--- src/rtl/dam_pkg.sv ---
// ----------------------------------------------------------------------------
// DRAM address mapper package
// Shared beat types, configuration layout, register indexes and reset values.
// ----------------------------------------------------------------------------
package dam_pkg;

  localparam int ADDR_W      = 48;   // physical address bits
  localparam int POS_W       = 7;    // bit position inside the address, offset included
  localparam int CO_FULL_W   = 15;   // mode 3 column before the cut to the output field
  localparam int CFG_IDX_W   = 3;
  localparam int CFG_DATA_W  = 5;

  typedef enum logic [1:0] {
    MODE_CO_FIRST = 2'd0,  // column, row, bank, bank group, rank, channel
    MODE_CH_FIRST = 2'd1,  // channel, column, rank, bank group, bank, row
    MODE_CO_CH    = 2'd2,  // column, channel, bank group, bank, rank, row
    MODE_XOR_HASH = 2'd3   // split column, xor-hashed levels
  } map_mode_t;

  localparam logic [CFG_IDX_W-1:0] REG_MAPPING_MODE    = 3'd0;
  localparam logic [CFG_IDX_W-1:0] REG_TRANSFER_OFFSET = 3'd1;
  localparam logic [CFG_IDX_W-1:0] REG_CHANNEL_WIDTH   = 3'd2;
  localparam logic [CFG_IDX_W-1:0] REG_RANK_WIDTH      = 3'd3;
  localparam logic [CFG_IDX_W-1:0] REG_BANKGROUP_WIDTH = 3'd4;
  localparam logic [CFG_IDX_W-1:0] REG_BANK_WIDTH      = 3'd5;
  localparam logic [CFG_IDX_W-1:0] REG_ROW_WIDTH       = 3'd6;
  localparam logic [CFG_IDX_W-1:0] REG_COLUMN_WIDTH    = 3'd7;

  localparam logic [3:0] RST_TRANSFER_OFFSET = 4'd6;
  localparam logic [2:0] RST_CHANNEL_WIDTH   = 3'd0;
  localparam logic [1:0] RST_RANK_WIDTH      = 2'd1;
  localparam logic [1:0] RST_BANKGROUP_WIDTH = 2'd2;
  localparam logic [2:0] RST_BANK_WIDTH      = 3'd2;
  localparam logic [4:0] RST_ROW_WIDTH       = 5'd16;
  localparam logic [3:0] RST_COLUMN_WIDTH    = 4'd7;

  typedef struct packed {
    map_mode_t  mapping_mode;
    logic [3:0] transfer_offset;
    logic [2:0] channel_width;
    logic [1:0] rank_width;
    logic [1:0] bankgroup_width;
    logic [2:0] bank_width;
    logic [4:0] row_width;
    logic [3:0] column_width;
  } dam_cfg_t;

  typedef struct packed {
    logic [ADDR_W-1:0] address;
    logic              address_present;
  } in_beat_t;

  typedef struct packed {
    logic        mapped;
    logic [3:0]  channel;
    logic [2:0]  rank;
    logic [2:0]  bankgroup;
    logic [3:0]  bank;
    logic [21:0] row;
    logic [11:0] column;
  } out_beat_t;

endpackage

--- src/rtl/dam_cfg_regs.sv ---
// ----------------------------------------------------------------------------
// DRAM address mapper configuration registers
// Holds mode, transfer offset and the level widths, written by index.
// ----------------------------------------------------------------------------
module dam_cfg_regs (
  input  logic                           clk,
  input  logic                           rst_n,
  input  logic                           cfg_we,
  input  logic [dam_pkg::CFG_IDX_W-1:0]  cfg_index,
  input  logic [dam_pkg::CFG_DATA_W-1:0] cfg_data,
  output dam_pkg::dam_cfg_t              cfg
);
  import dam_pkg::*;

  dam_cfg_t cfg_r;
  dam_cfg_t cfg_nxt;

  always_comb begin
    cfg_nxt = cfg_r;
    if (cfg_we) begin
      unique case (cfg_index)
        REG_MAPPING_MODE:    cfg_nxt.mapping_mode    = map_mode_t'(cfg_data[1:0]);
        REG_TRANSFER_OFFSET: cfg_nxt.transfer_offset = cfg_data[3:0];
        REG_CHANNEL_WIDTH:   cfg_nxt.channel_width   = cfg_data[2:0];
        REG_RANK_WIDTH:      cfg_nxt.rank_width      = cfg_data[1:0];
        REG_BANKGROUP_WIDTH: cfg_nxt.bankgroup_width = cfg_data[1:0];
        REG_BANK_WIDTH:      cfg_nxt.bank_width      = cfg_data[2:0];
        REG_ROW_WIDTH:       cfg_nxt.row_width       = cfg_data[4:0];
        REG_COLUMN_WIDTH:    cfg_nxt.column_width    = cfg_data[3:0];
        default: ;
      endcase
    end
  end

  always_ff @(posedge clk) begin
    if (!rst_n) begin
      cfg_r.mapping_mode    <= MODE_CO_FIRST;
      cfg_r.transfer_offset <= RST_TRANSFER_OFFSET;
      cfg_r.channel_width   <= RST_CHANNEL_WIDTH;
      cfg_r.rank_width      <= RST_RANK_WIDTH;
      cfg_r.bankgroup_width <= RST_BANKGROUP_WIDTH;
      cfg_r.bank_width      <= RST_BANK_WIDTH;
      cfg_r.row_width       <= RST_ROW_WIDTH;
      cfg_r.column_width    <= RST_COLUMN_WIDTH;
    end else begin
      cfg_r <= cfg_nxt;
    end
  end

  assign cfg = cfg_r;

endmodule

--- src/rtl/dam_mapper.sv ---
// ----------------------------------------------------------------------------
// DRAM address mapper core
// Field positions from the mode and widths, one shift per level, xor hash.
// ----------------------------------------------------------------------------
module dam_mapper (
  input  dam_pkg::dam_cfg_t  cfg,
  input  dam_pkg::in_beat_t  in_beat,
  output dam_pkg::out_beat_t out_beat
);
  import dam_pkg::*;

  function automatic logic [ADDR_W-1:0] low_mask(input logic [4:0] n);
    return ~({ADDR_W{1'b1}} << n);
  endfunction

  logic [POS_W-1:0] wc, wr, wg, wb, wo, wl, rest, off;
  logic [POS_W-1:0] p_ch, p_ra, p_bg, p_ba, p_ro, p_co, p_cr;
  logic [POS_W-1:0] q_ra, q_bg, q_ba, q_ro;
  logic [ADDR_W-1:0] sh_ch, sh_ra, sh_bg, sh_ba, sh_ro, sh_co, sh_cr;
  logic [ADDR_W-1:0] m_ch, m_ra, m_bg, m_ba, m_ro, m_co, m_cr;
  logic [ADDR_W-1:0] co_ext;
  logic [ADDR_W-1:0] hx_ch, hx_ra, hx_bg, hx_ba, hx_ro;
  logic [CO_FULL_W-1:0] co_full;
  logic hash;

  assign wc  = POS_W'(cfg.channel_width);
  assign wr  = POS_W'(cfg.rank_width);
  assign wg  = POS_W'(cfg.bankgroup_width);
  assign wb  = POS_W'(cfg.bank_width);
  assign wo  = POS_W'(cfg.row_width);
  assign wl  = POS_W'(cfg.column_width);
  assign off = POS_W'(cfg.transfer_offset);
  // second column slice of mode 3 saturates at zero width
  assign rest = (cfg.column_width >= 4'd2) ? POS_W'(cfg.column_width - 4'd2) : '0;
  assign hash = (cfg.mapping_mode == MODE_XOR_HASH);

  always_comb begin
    p_ch = '0; p_ra = '0; p_bg = '0; p_ba = '0; p_ro = '0; p_co = '0; p_cr = '0;
    unique case (cfg.mapping_mode)
      MODE_CO_FIRST: begin
        p_co = '0;
        p_ro = wl;
        p_ba = p_ro + wo;
        p_bg = p_ba + wb;
        p_ra = p_bg + wg;
        p_ch = p_ra + wr;
      end
      MODE_CH_FIRST: begin
        p_ch = '0;
        p_co = wc;
        p_ra = p_co + wl;
        p_bg = p_ra + wr;
        p_ba = p_bg + wg;
        p_ro = p_ba + wb;
      end
      MODE_CO_CH: begin
        p_co = '0;
        p_ch = wl;
        p_bg = p_ch + wc;
        p_ba = p_bg + wg;
        p_ra = p_ba + wb;
        p_ro = p_ra + wr;
      end
      MODE_XOR_HASH: begin
        p_co = '0;
        p_ch = POS_W'(2);
        p_ra = p_ch + wc;
        p_bg = p_ra + wr;
        p_ba = p_bg + wg;
        p_cr = p_ba + wb;
        p_ro = p_cr + rest;
      end
    endcase
  end

  // bits past the top of the address shift in as zero
  assign sh_ch = in_beat.address >> (p_ch + off);
  assign sh_ra = in_beat.address >> (p_ra + off);
  assign sh_bg = in_beat.address >> (p_bg + off);
  assign sh_ba = in_beat.address >> (p_ba + off);
  assign sh_ro = in_beat.address >> (p_ro + off);
  assign sh_co = in_beat.address >> (p_co + off);
  assign sh_cr = in_beat.address >> (p_cr + off);

  assign m_ch = sh_ch & low_mask(5'(cfg.channel_width));
  assign m_ra = sh_ra & low_mask(5'(cfg.rank_width));
  assign m_bg = sh_bg & low_mask(5'(cfg.bankgroup_width));
  assign m_ba = sh_ba & low_mask(5'(cfg.bank_width));
  assign m_ro = sh_ro & low_mask(cfg.row_width);
  assign m_co = sh_co & low_mask(5'(cfg.column_width));
  assign m_cr = sh_cr & low_mask(5'(rest));

  assign co_full = hash ? {m_cr[CO_FULL_W-3:0], sh_co[1:0]} : m_co[CO_FULL_W-1:0];
  assign co_ext  = ADDR_W'(co_full);

  // successive column slices, one per nonzero level width
  assign q_ra = wc;
  assign q_bg = q_ra + wr;
  assign q_ba = q_bg + wg;
  assign q_ro = q_ba + wb;

  assign hx_ch = co_ext & low_mask(5'(cfg.channel_width));
  assign hx_ra = (co_ext >> q_ra) & low_mask(5'(cfg.rank_width));
  assign hx_bg = (co_ext >> q_bg) & low_mask(5'(cfg.bankgroup_width));
  assign hx_ba = (co_ext >> q_ba) & low_mask(5'(cfg.bank_width));
  assign hx_ro = (co_ext >> q_ro) & low_mask(cfg.row_width);

  always_comb begin
    out_beat = '0;
    if (in_beat.address_present) begin
      out_beat.mapped = 1'b1;
      out_beat.column = co_full[11:0];
      if (hash) begin
        out_beat.channel   = m_ch[3:0] ^ hx_ch[3:0];
        out_beat.rank      = m_ra[2:0] ^ hx_ra[2:0];
        out_beat.bankgroup = m_bg[2:0] ^ hx_bg[2:0];
        out_beat.bank      = m_ba[3:0] ^ hx_ba[3:0];
        // row takes everything left over, not just row_width bits
        out_beat.row       = sh_ro[21:0] ^ hx_ro[21:0];
      end else begin
        out_beat.channel   = m_ch[3:0];
        out_beat.rank      = m_ra[2:0];
        out_beat.bankgroup = m_bg[2:0];
        out_beat.bank      = m_ba[3:0];
        out_beat.row       = m_ro[21:0];
      end
    end
  end

endmodule

--- src/rtl/dram_address_mapper.sv ---
// ----------------------------------------------------------------------------
// DRAM address mapper
// An accepted beat goes to the input register, its result to the result
// register, which drives out_*; both carry the stall. Throughput: one beat
// per cycle while out_stall is low; the mapping logic is combinational.
// Reset: synchronous, active low; empties both registers and loads the
// configuration reset values (mode 0, offset 6, widths 0/1/2/2/16/7).
// ----------------------------------------------------------------------------
module dram_address_mapper (
  input  logic                           clk,
  input  logic                           rst_n,
  input  logic                           in_valid,
  output logic                           in_stall,
  input  dam_pkg::in_beat_t              in_data,
  output logic                           out_valid,
  input  logic                           out_stall,
  output dam_pkg::out_beat_t             out_data,
  input  logic                           cfg_we,
  input  logic [dam_pkg::CFG_IDX_W-1:0]  cfg_index,
  input  logic [dam_pkg::CFG_DATA_W-1:0] cfg_data
);
  import dam_pkg::*;

  dam_cfg_t  cfg;
  in_beat_t  s1_data_r, s1_data_nxt;
  logic      s1_valid_r, s1_valid_nxt;
  out_beat_t out_data_r, out_data_nxt;
  logic      out_valid_r, out_valid_nxt;
  out_beat_t map_beat;
  logic      s2_ready, s1_ready;

  dam_cfg_regs u_cfg_regs (
    .clk       (clk),
    .rst_n     (rst_n),
    .cfg_we    (cfg_we),
    .cfg_index (cfg_index),
    .cfg_data  (cfg_data),
    .cfg       (cfg)
  );

  dam_mapper u_mapper (
    .cfg      (cfg),
    .in_beat  (s1_data_r),
    .out_beat (map_beat)
  );

  assign s2_ready = !out_valid_r || !out_stall;
  assign s1_ready = !s1_valid_r || s2_ready;

  always_comb begin
    s1_valid_nxt  = s1_valid_r;
    s1_data_nxt   = s1_data_r;
    out_valid_nxt = out_valid_r;
    out_data_nxt  = out_data_r;
    // advance the result register when it is free or being taken
    if (s2_ready) begin
      out_valid_nxt = s1_valid_r;
      out_data_nxt  = map_beat;
    end
    if (s1_ready) begin
      s1_valid_nxt = in_valid;
      s1_data_nxt  = in_data;
    end
  end

  always_ff @(posedge clk) begin
    if (!rst_n) begin
      s1_valid_r  <= 1'b0;
      out_valid_r <= 1'b0;
    end else begin
      s1_valid_r  <= s1_valid_nxt;
      out_valid_r <= out_valid_nxt;
    end
    s1_data_r  <= s1_data_nxt;
    out_data_r <= out_data_nxt;
  end

  assign in_stall  = !s1_ready;
  assign out_valid = out_valid_r;
  assign out_data  = out_data_r;

endmodule

--- config.mk ---
export PLATFORM = sky130hd
export DESIGN_NAME = dram_address_mapper
export DESIGN_NICKNAME = d
export VERILOG_FILES = /design/src/rtl/dam_pkg.sv /design/src/rtl/dam_cfg_regs.sv /design/src/rtl/dam_mapper.sv /design/src/rtl/dram_address_mapper.sv
export SDC_FILE = /design/constraint.sdc
export NUM_CORES = 1
export LEC_CHECK = 0
export CAP_MARGIN = 20
export CORE_AREA = 8 8 176 303
export CTS_BUF_LIST = sky130_fd_sc_hd__clkbuf_8
export CTS_CLUSTER_DIAMETER = 40
export DETAILED_ROUTE_END_ITERATION = 10
export DIE_AREA = 0 0 184 311
export DONT_BUFFER_PORTS = 1
export GPL_ROUTABILITY_DRIVEN = 0
export MAX_ROUTING_LAYER = met4
export PLACE_DENSITY = 0.62
export SLEW_MARGIN = 30
export SYNTH_ARGS = -nofsm -noshare
export SYNTH_HDL_FRONTEND = slang
export SYNTH_SLANG_ARGS = --single-unit
--- constraint.sdc ---
create_clock -name clk -period 10 [get_ports clk]
set_input_delay 2 -clock clk [delete_from_list [all_inputs] [get_ports clk]]
set_output_delay 2 -clock clk [all_outputs]
set_load 0.005 [all_outputs]
## Yosys cells after proc, flatten, opt, wreduce, memory -nomap -nowiden

Index checks and enable logic that the tools add are counted.

| storage, ports and cells | value |
|---|---|
| output and inout port bits | 51 |
| bits in latches | 0 |
| memories | 0 |
| logic and storage cells | 127 |
| bits in writable memories | 0 |
| register bits | 125 |
| ROM bits | 0 |

| cells by class | value |
|---|---|
| multipliers | 0 |
| shifts and indexed selects | 18 |
| div/mod/pow operators | 0 |
| $add $sub $neg | 27 |
| $lt $le $gt $ge | 1 |
| muxes and demuxes | 11 |
| bitwise gates (word level) | 24 |
| eq/ne operators | 10 |
| reductions and logical operators | 17 |

Operators by type and width:

| cell | number |
|---|---|
| 7-bit one-hot mux with 4 select lines | 5 |
| 48-bit by 2-bit left shift with 3-bit output (first input constant) | 2 |
| 48-bit by 3-bit left shift with 4-bit output (first input constant) | 2 |
| 48-bit by 7-bit right shift with 3-bit output | 2 |
| 48-bit by 7-bit right shift with 4-bit output | 2 |
| 7-bit by 2-bit adder with 7-bit output | 9 |
| 7-bit by 4-bit adder with 7-bit output | 7 |
| 49-bit two-way mux | 1 |
| 48-bit by 4-bit left shift with 15-bit output (first input constant) | 1 |
| 48-bit by 5-bit left shift with 13-bit output (first input constant) | 1 |
| 48-bit by 5-bit left shift with 22-bit output (first input constant) | 1 |
| 48-bit by 7-bit right shift with 13-bit output | 1 |
| 48-bit by 7-bit right shift with 15-bit output | 1 |
| 48-bit by 7-bit right shift with 22-bit output | 1 |
| 22-bit AND | 2 |
| 36-bit two-way mux | 1 |
| 7-bit by 3-bit adder with 7-bit output | 5 |
| 22-bit NOT | 1 |
| 15-bit by 7-bit right shift with 22-bit output | 1 |
| 22-bit bitwise XOR | 1 |
| 4-bit AND | 4 |
| 2-bit AND reduction | 8 |
| 15-bit AND | 1 |
| 15-bit two-way mux | 1 |
| 30 further kinds | 47 |

## Longest topological paths before layout

| depth | value |
|---|---|
| depth in word-level cells | 14 |
| depth in mapped cells | 27 |

## Modules after synthesis

From an unflattened synthesis, not the netlist that was laid out.

| second synthesis, totals | value |
|---|---|
| cells, all modules | 2476 |
| area, all modules | 23602.6 µm² |

By module, submodules not included:

| module | cells each | sequential area each (µm²) | instances | area each (µm²) |
|---|---|---|---|---|
| dam_mapper | 2274 | 0.0 | 1 | 19561.3 |
| dram_address_mapper | 106 | 2982.9 | 1 | 3020.4 |
| dam_cfg_regs | 96 | 500.5 | 1 | 1021.0 |

## Least setup slack after synthesis

Ideal clock, no wire load.

| path | value |
|---|---|
| path kind | register -> register |
| from | register u_cfg_regs.cfg_r (netlist bit u_cfg_regs.cfg[16]) |
| to | register out_data_r (netlist bit out_data[16]), data pin |
| stages on the path, launching flop included | 21 |
| path buffers | 3 |
| arrival | 6.402 ns |
| data required time | 9.740 ns |
| path slack | 3.338 ns |
| cells stage by stage | dfxtp_1 ha_1 inv_1 fa_1 fa_1 fa_1 inv_1 nor2_1 fa_1 buf_2 buf_2 clkbuf_1 mux4_2 mux4_2 a211o_1 a41oi_4 mux2_2 o22ai_1 and3_1 o31ai_1 mux2_2 |

| between the ends | value |
|---|---|
| cells in the longest elaborated chain, start to end | 13 |
| elaborated cells between the ends (all ways) | 32 |
| classes of those cells | add/sub (18); shift (4); mux (5); bitwise (5) |

RTL lines:

| element | line | source |
|---|---|---|
| from (decl) | dam_cfg_regs.sv:15 | `dam_cfg_t cfg_r;` |
| from (signal assigned) | dam_cfg_regs.sv:46 | `cfg_r <= cfg_nxt;` |
| 2-bit by 3-bit adder with 4-bit output | dam_mapper.sv:67 | `p_ra = p_ch + wc;` |
| 7-bit by 2-bit adder with 7-bit output | dam_mapper.sv:68 | `p_bg = p_ra + wr;` |
| 7-bit by 2-bit adder with 7-bit output | dam_mapper.sv:69 | `p_ba = p_bg + wg;` |
| 7-bit by 3-bit adder with 7-bit output | dam_mapper.sv:70 | `p_cr = p_ba + wb;` |
| 7-bit two-way mux | dam_mapper.sv:39 | `unique case (cfg.mapping_mode)` |
| 7-bit by 4-bit adder with 7-bit output | dam_mapper.sv:83 | `assign sh_cr = in_beat.address >> (p_cr + off);` |
| 48-bit by 7-bit right shift with 13-bit output | dam_mapper.sv:83 |  |
| 13-bit AND | dam_mapper.sv:91 | `assign m_cr = sh_cr & low_mask(5'(rest));` |
| 15-bit two-way mux | dam_mapper.sv:93 | `assign co_full = hash ? {m_cr[CO_FULL_W-3:0], sh_co[1:0]} : m_co[CO_FULL_W-1:0];` |
| 15-bit by 7-bit right shift with 22-bit output | dam_mapper.sv:106 | `assign hx_ro = (co_ext >> q_ro) & low_mask(cfg.row_width);` |
| 22-bit AND | dam_mapper.sv:106 |  |
| 22-bit bitwise XOR | dam_mapper.sv:119 | `out_beat.row = sh_ro[21:0] ^ hx_ro[21:0];` |
| 36-bit two-way mux (*) | dam_mapper.sv:113 | `if (hash) begin` |
| to (signal assigned) | dram_address_mapper.sv:75 | `out_data_r <= out_data_nxt;` |
| to (decl) | dram_address_mapper.sv:27 | `out_beat_t out_data_r, out_data_nxt;` |

Mark *: on every way between the ends. The rest lies on a longest branch, timed or not. The select of a mux whose other input is x is not followed.
A chain may end at the register's enable or synchronous reset.

## Worst setup path in the final report

Same ends and word-level chain as after synthesis.

==> out/summary.txt <==
GLOBAL ROUTE
-------------------------------------------------------------------------------------
GR Layer Usage met2 ....................................................        55.0%
Wire length of the first global-routing pass ...........................    148000 um
Initial antenna violation count ........................................            2
Global routing met3 resource utilization ...............................        8.15%
GR met1 Demand/Resource ................................................        38.1%
Tot GR Track Use .......................................................        35.2%
Via count of the first global-routing pass .............................        23000
Total global routing overflow ..........................................            0
Largest net degree at the start of global routing ......................           54
Layer with the highest usage after global routing ......................         met2

POWER
-------------------------------------------------------------------------------------
Switching share of total power .........................................        47.4%
Peak supply drop .......................................................     0.139 mV
Share of total power in combinational logic ............................        68.8%
Proportion of power drawn by the clock network .........................        13.3%
Relative contribution of sequential cells to total power ...............        17.9%
Standby leakage power ..................................................   0.00991 uW
Internal cell power ....................................................      1940 uW
Total net switching power ..............................................      1750 uW
Total power per unit cell area .........................................   145 nW/um2

CRITICAL PATH
-------------------------------------------------------------------------------------
Worst Setup SP ......................................................... u_cfg_regs.cfg[16]
Crit path arrival time .................................................      8.76 ns
Sort of element at the end of the critical path ........................    flip-flop
Max FO, Critical Path ..................................................           25
Startpoint kind of the worst setup timing path .........................    flip-flop
Startpoint of the worst register-to-register path ...................... u_cfg_regs.cfg[16]
Setup Crit Path Kind ...................................................   reg -> reg
Data required, critical path ...........................................     10.27 ns

CLOCKING
-------------------------------------------------------------------------------------
Clock tree from TritonCTS ..............................................        built
Clock transition at path regs ..........................................      0.09 ns
PostCTS Resize Cnt .....................................................            0
Clock tree root driver cell ............................................ sky130_fd_sc_hd__clkbuf_8
Bufs on Longest Clock Path .............................................            2
CTS Sinks ..............................................................          125
Latest clock arrival within the worst-skew pair ........................      0.51 ns
Total setup buffers inserted after CTS .................................            0
Clock buffer count from CTS ............................................           17
H-tree lvl count .......................................................            4
Cts hold-fix bufs ......................................................            0

FINAL LAYOUT
-------------------------------------------------------------------------------------
Fraction of final layout cells sized beyond drive strength 1 ...........        21.7%
Layout area overhead ...................................................        4.73%
Layout net count .......................................................         2663
End-of-flow core utilization ...........................................        51.7%

DRT
-------------------------------------------------------------------------------------
Sum of routed wire length over all layers ..............................     99400 um
Average wire per standard cell .........................................      31.3 um
Count of routing violations after the opening detailed-route iteration .         2958
Vias ...................................................................        23900
Via density ............................................................         7.53
First-pass iteration count of the detailed router ......................            9
DRC violation count after routing ......................................            0
Antenna-violating nets left ............................................            0

PLACE
-------------------------------------------------------------------------------------
IO buf count ...........................................................            0
Half-perimeter wire length after detailed placement ....................     71700 um

DIE
-------------------------------------------------------------------------------------
IO Count ...............................................................          113
Placement Rows .........................................................          108
Chip Width .............................................................       184 um
Initial Util ...........................................................        49.4%
Vertical extent of the die .............................................       311 um
Total Die Area .........................................................    57200 um2
Std-Cell Core Area .....................................................    49200 um2

WORST HOLD PATH
-------------------------------------------------------------------------------------
Hold/Removal Path Class ................................................   reg -> reg
Hold Startpoint ........................................................   s1_valid_r

YOSYS
-------------------------------------------------------------------------------------
Syn nets ...............................................................         2828
Synthesized area divided by synthesized cell count .....................     9.12 um2
Share of Yosys cell area claimed by the top area cell type .............        25.4%
Count of cell types in the netlist .....................................          102
Cell type with the largest total area after synthesis .................. sky130_fd_sc_hd__mux4_2
Mapped Cells ...........................................................         2662
EDFF count, synth ......................................................           98
Sequential area share after synthesis ..................................        14.3%
Post-synth design cell area ............................................    24300 um2
Largest cells by area after synthesis .................................. sky130_fd_sc_hd__mux4_2, sky130_fd_sc_hd__edfxtp_1, sky130_fd_sc_hd__mux2i_1
Register bit total from synthesis ......................................          125
Post-synth top flop .................................................... sky130_fd_sc_hd__edfxtp_1
Async set or reset register ratio after synthesis ......................           0%
Count of synthesis-stage warnings from yosys ...........................            0

JOB
-------------------------------------------------------------------------------------
Max-capacitance violation count ........................................            0

STA
-------------------------------------------------------------------------------------
Final setup vio count ..................................................            0
Hold Violations, Final .................................................            0
Unrepaired setup endpoints after global routing ........................        false
Worst slew margin relative to its limit ................................        30.1%
Final period utilization ...............................................        85.0%
Maximum operating frequency ............................................    0.118 GHz
Worst Skew .............................................................    0.0194 ns
Setup_tns ..............................................................         0 ns
Pin slew with the least headroom to its limit ..........................      1.04 ns
Minimum period implied by the final worst setup slack ..................      8.50 ns
Max-slew violation count ...............................................            0

RUN STATUS
-------------------------------------------------------------------------------------
Status ................................................................. finished clean

[power by group through the flow]
stage          combinational [uW]  sequential (uW)  clock [uW]
5_1_grt                      2680              666         510
3_5_place_dp                 2450              674           0
4_1_cts                      2460              662         496
6_report                     2530              660         488
2_1_floorplan                1780              653           0
3_3_place_gp                 2390              674           0
[logic make-up (layout without fill, tap and decap cells)]
| logic type | count (synthesis) | after routing | share of synthesized area, % |
|---|---|---|---|
| buf+inv | 380 | 228 | 6.10 |
| mux | 533 | 533 | 36.4 |
| simple gates | 781 | 781 | 15.2 |
| fa+ha+maj | 104 | 104 | 6.13 |
| compound gates | 663 | 663 | 18.9 |
| flops | 125 | 125 | 14.3 |
| other cells | 0 | 3 | 0 |
| xor+xnor | 76 | 76 | 2.94 |
[Yosys cell counts, types with 9 or more instances]
library cell                count
sky130_fd_sc_hd__o21ai_0      108
sky130_fd_sc_hd__o221ai_1       9
sky130_fd_sc_hd__a21oi_1      167
sky130_fd_sc_hd__inv_1         80
sky130_fd_sc_hd__dfxtp_1       27
sky130_fd_sc_hd__and3_1        24
sky130_fd_sc_hd__a2111oi_0     11
sky130_fd_sc_hd__clkbuf_1     233
sky130_fd_sc_hd__mux2_2        53
sky130_fd_sc_hd__a211o_1       16
sky130_fd_sc_hd__xor2_1        22
sky130_fd_sc_hd__nor4_1        12
sky130_fd_sc_hd__mux4_2       274
sky130_fd_sc_hd__o211ai_1      25
sky130_fd_sc_hd__buf_2         18
sky130_fd_sc_hd__a311oi_1      12
sky130_fd_sc_hd__nor3_1        55
sky130_fd_sc_hd__nand2_1      264
sky130_fd_sc_hd__nand2b_1       9
sky130_fd_sc_hd__fa_1          25
sky130_fd_sc_hd__buf_1         31
sky130_fd_sc_hd__and2_1        28
sky130_fd_sc_hd__xnor2_1       50
sky130_fd_sc_hd__edfxtp_1      98
sky130_fd_sc_hd__mux2i_1      204
sky130_fd_sc_hd__a221oi_1      14
sky130_fd_sc_hd__a22oi_1        9
sky130_fd_sc_hd__nor2_1       181
sky130_fd_sc_hd__nor2b_1       59
sky130_fd_sc_hd__nand3_1       70
sky130_fd_sc_hd__o31ai_1       13
sky130_fd_sc_hd__o21a_1        13
sky130_fd_sc_hd__o22ai_1       11
sky130_fd_sc_hd__a21o_1        41
sky130_fd_sc_hd__ha_1          79
sky130_fd_sc_hd__a31oi_1       37
sky130_fd_sc_hd__a211oi_1      69
sky130_fd_sc_hd__or3_1         11
sky130_fd_sc_hd__nand4_1       19
[sequential cells by signal, indices dropped and copies added (netlist names)]
name / flops
s1_data_r: 49
u_cfg_regs.cfg: 25
out_valid: 1
s1_valid_r: 1
out_data: 49
[per-layer routing]
metal | routed length, um | share of wire [%]
met5 | 0 | 0
met4 | 9790 | 9.8
met3 | 10600 | 11
met2 | 46300 | 47
met1 | 32600 | 33
[critical path, cell delays in order, from the launching register on]
cell and delay [ns]:
sky130_fd_sc_hd__dfxtp_1 0.54, sky130_fd_sc_hd__ha_1 0.49, sky130_fd_sc_hd__ha_1 0.80, sky130_fd_sc_hd__ha_1 0.58, sky130_fd_sc_hd__inv_1 0.50, sky130_fd_sc_hd__nor2_1 0.23, sky130_fd_sc_hd__ha_4 0.23, sky130_fd_sc_hd__fa_2 1.02
sky130_fd_sc_hd__buf_4 0.49, sky130_fd_sc_hd__mux4_2 0.59, sky130_fd_sc_hd__mux4_2 0.51, sky130_fd_sc_hd__a22oi_1 0.15, sky130_fd_sc_hd__o21ai_0 0.25, sky130_fd_sc_hd__a41oi_4 0.60, sky130_fd_sc_hd__mux2_2 0.26, sky130_fd_sc_hd__o22ai_1 0.10
sky130_fd_sc_hd__and3_1 0.20, sky130_fd_sc_hd__o31ai_1 0.32, sky130_fd_sc_hd__mux2_2 0.37
[worst paths after layout]
path | end | slack [ns] | depth (start not counted)
setup / recovery | out_data[16] | 1.50 | 18
hold / removal | out_valid | 0.52 | 2
setup reg to reg | out_data[16] | 1.50 | 18
hold reg to reg | out_valid | 0.52 | 2
[final cells by class]
type,instances,area (um2)
clock buffers,17,234
multi-input cells,2157,19600
fillers,4538,23800
flip-flops and latches,125,3480
repair buffers,104,781
inverters,92,348
clock inverters,15,164
diodes,3,7.51
well taps,660,826
[per-stage QoR]
step / hold slack, ns / cell area (um2) / worst slack [ns] / total power [uW] / cells
final: 0.521 / 25400 / 1.50 / 3680 / 3173
after global routing: 0.585 / 25400 / 1.08 / 3860 / 3172
after CTS: 0.526 / 25400 / 1.59 / 3620 / 3170
after detailed placement: 0.506 / 25000 / 1.64 / 3120 / 3138
after global placement: 0.491 / 24900 / 1.79 / 3070 / 3138
after floorplan: 0.424 / 24300 / 3.34 / 2440 / 2662
[cell usage in the layout, fill, tap and decap left out, drive strengths merged, types with 27 or more instances in the layout]
cell    Yosys  layout
and2       30      30
a211oi     72      72
xnor2      51      51
edfxtp     98      98
mux2i     204     204
nor3       55      55
nor2      181     181
ha         79      79
mux4      274     274
nor2b      59      59
a31oi      37      37
a21o       41      41
nand3      70      70
buf        55     104
a21oi     170     170
o21ai     111     111
inv        84      90
mux2       55      55
nand2     264     264
dfxtp      27      27
Note: power is estimated with default switching activity, not from simulation.
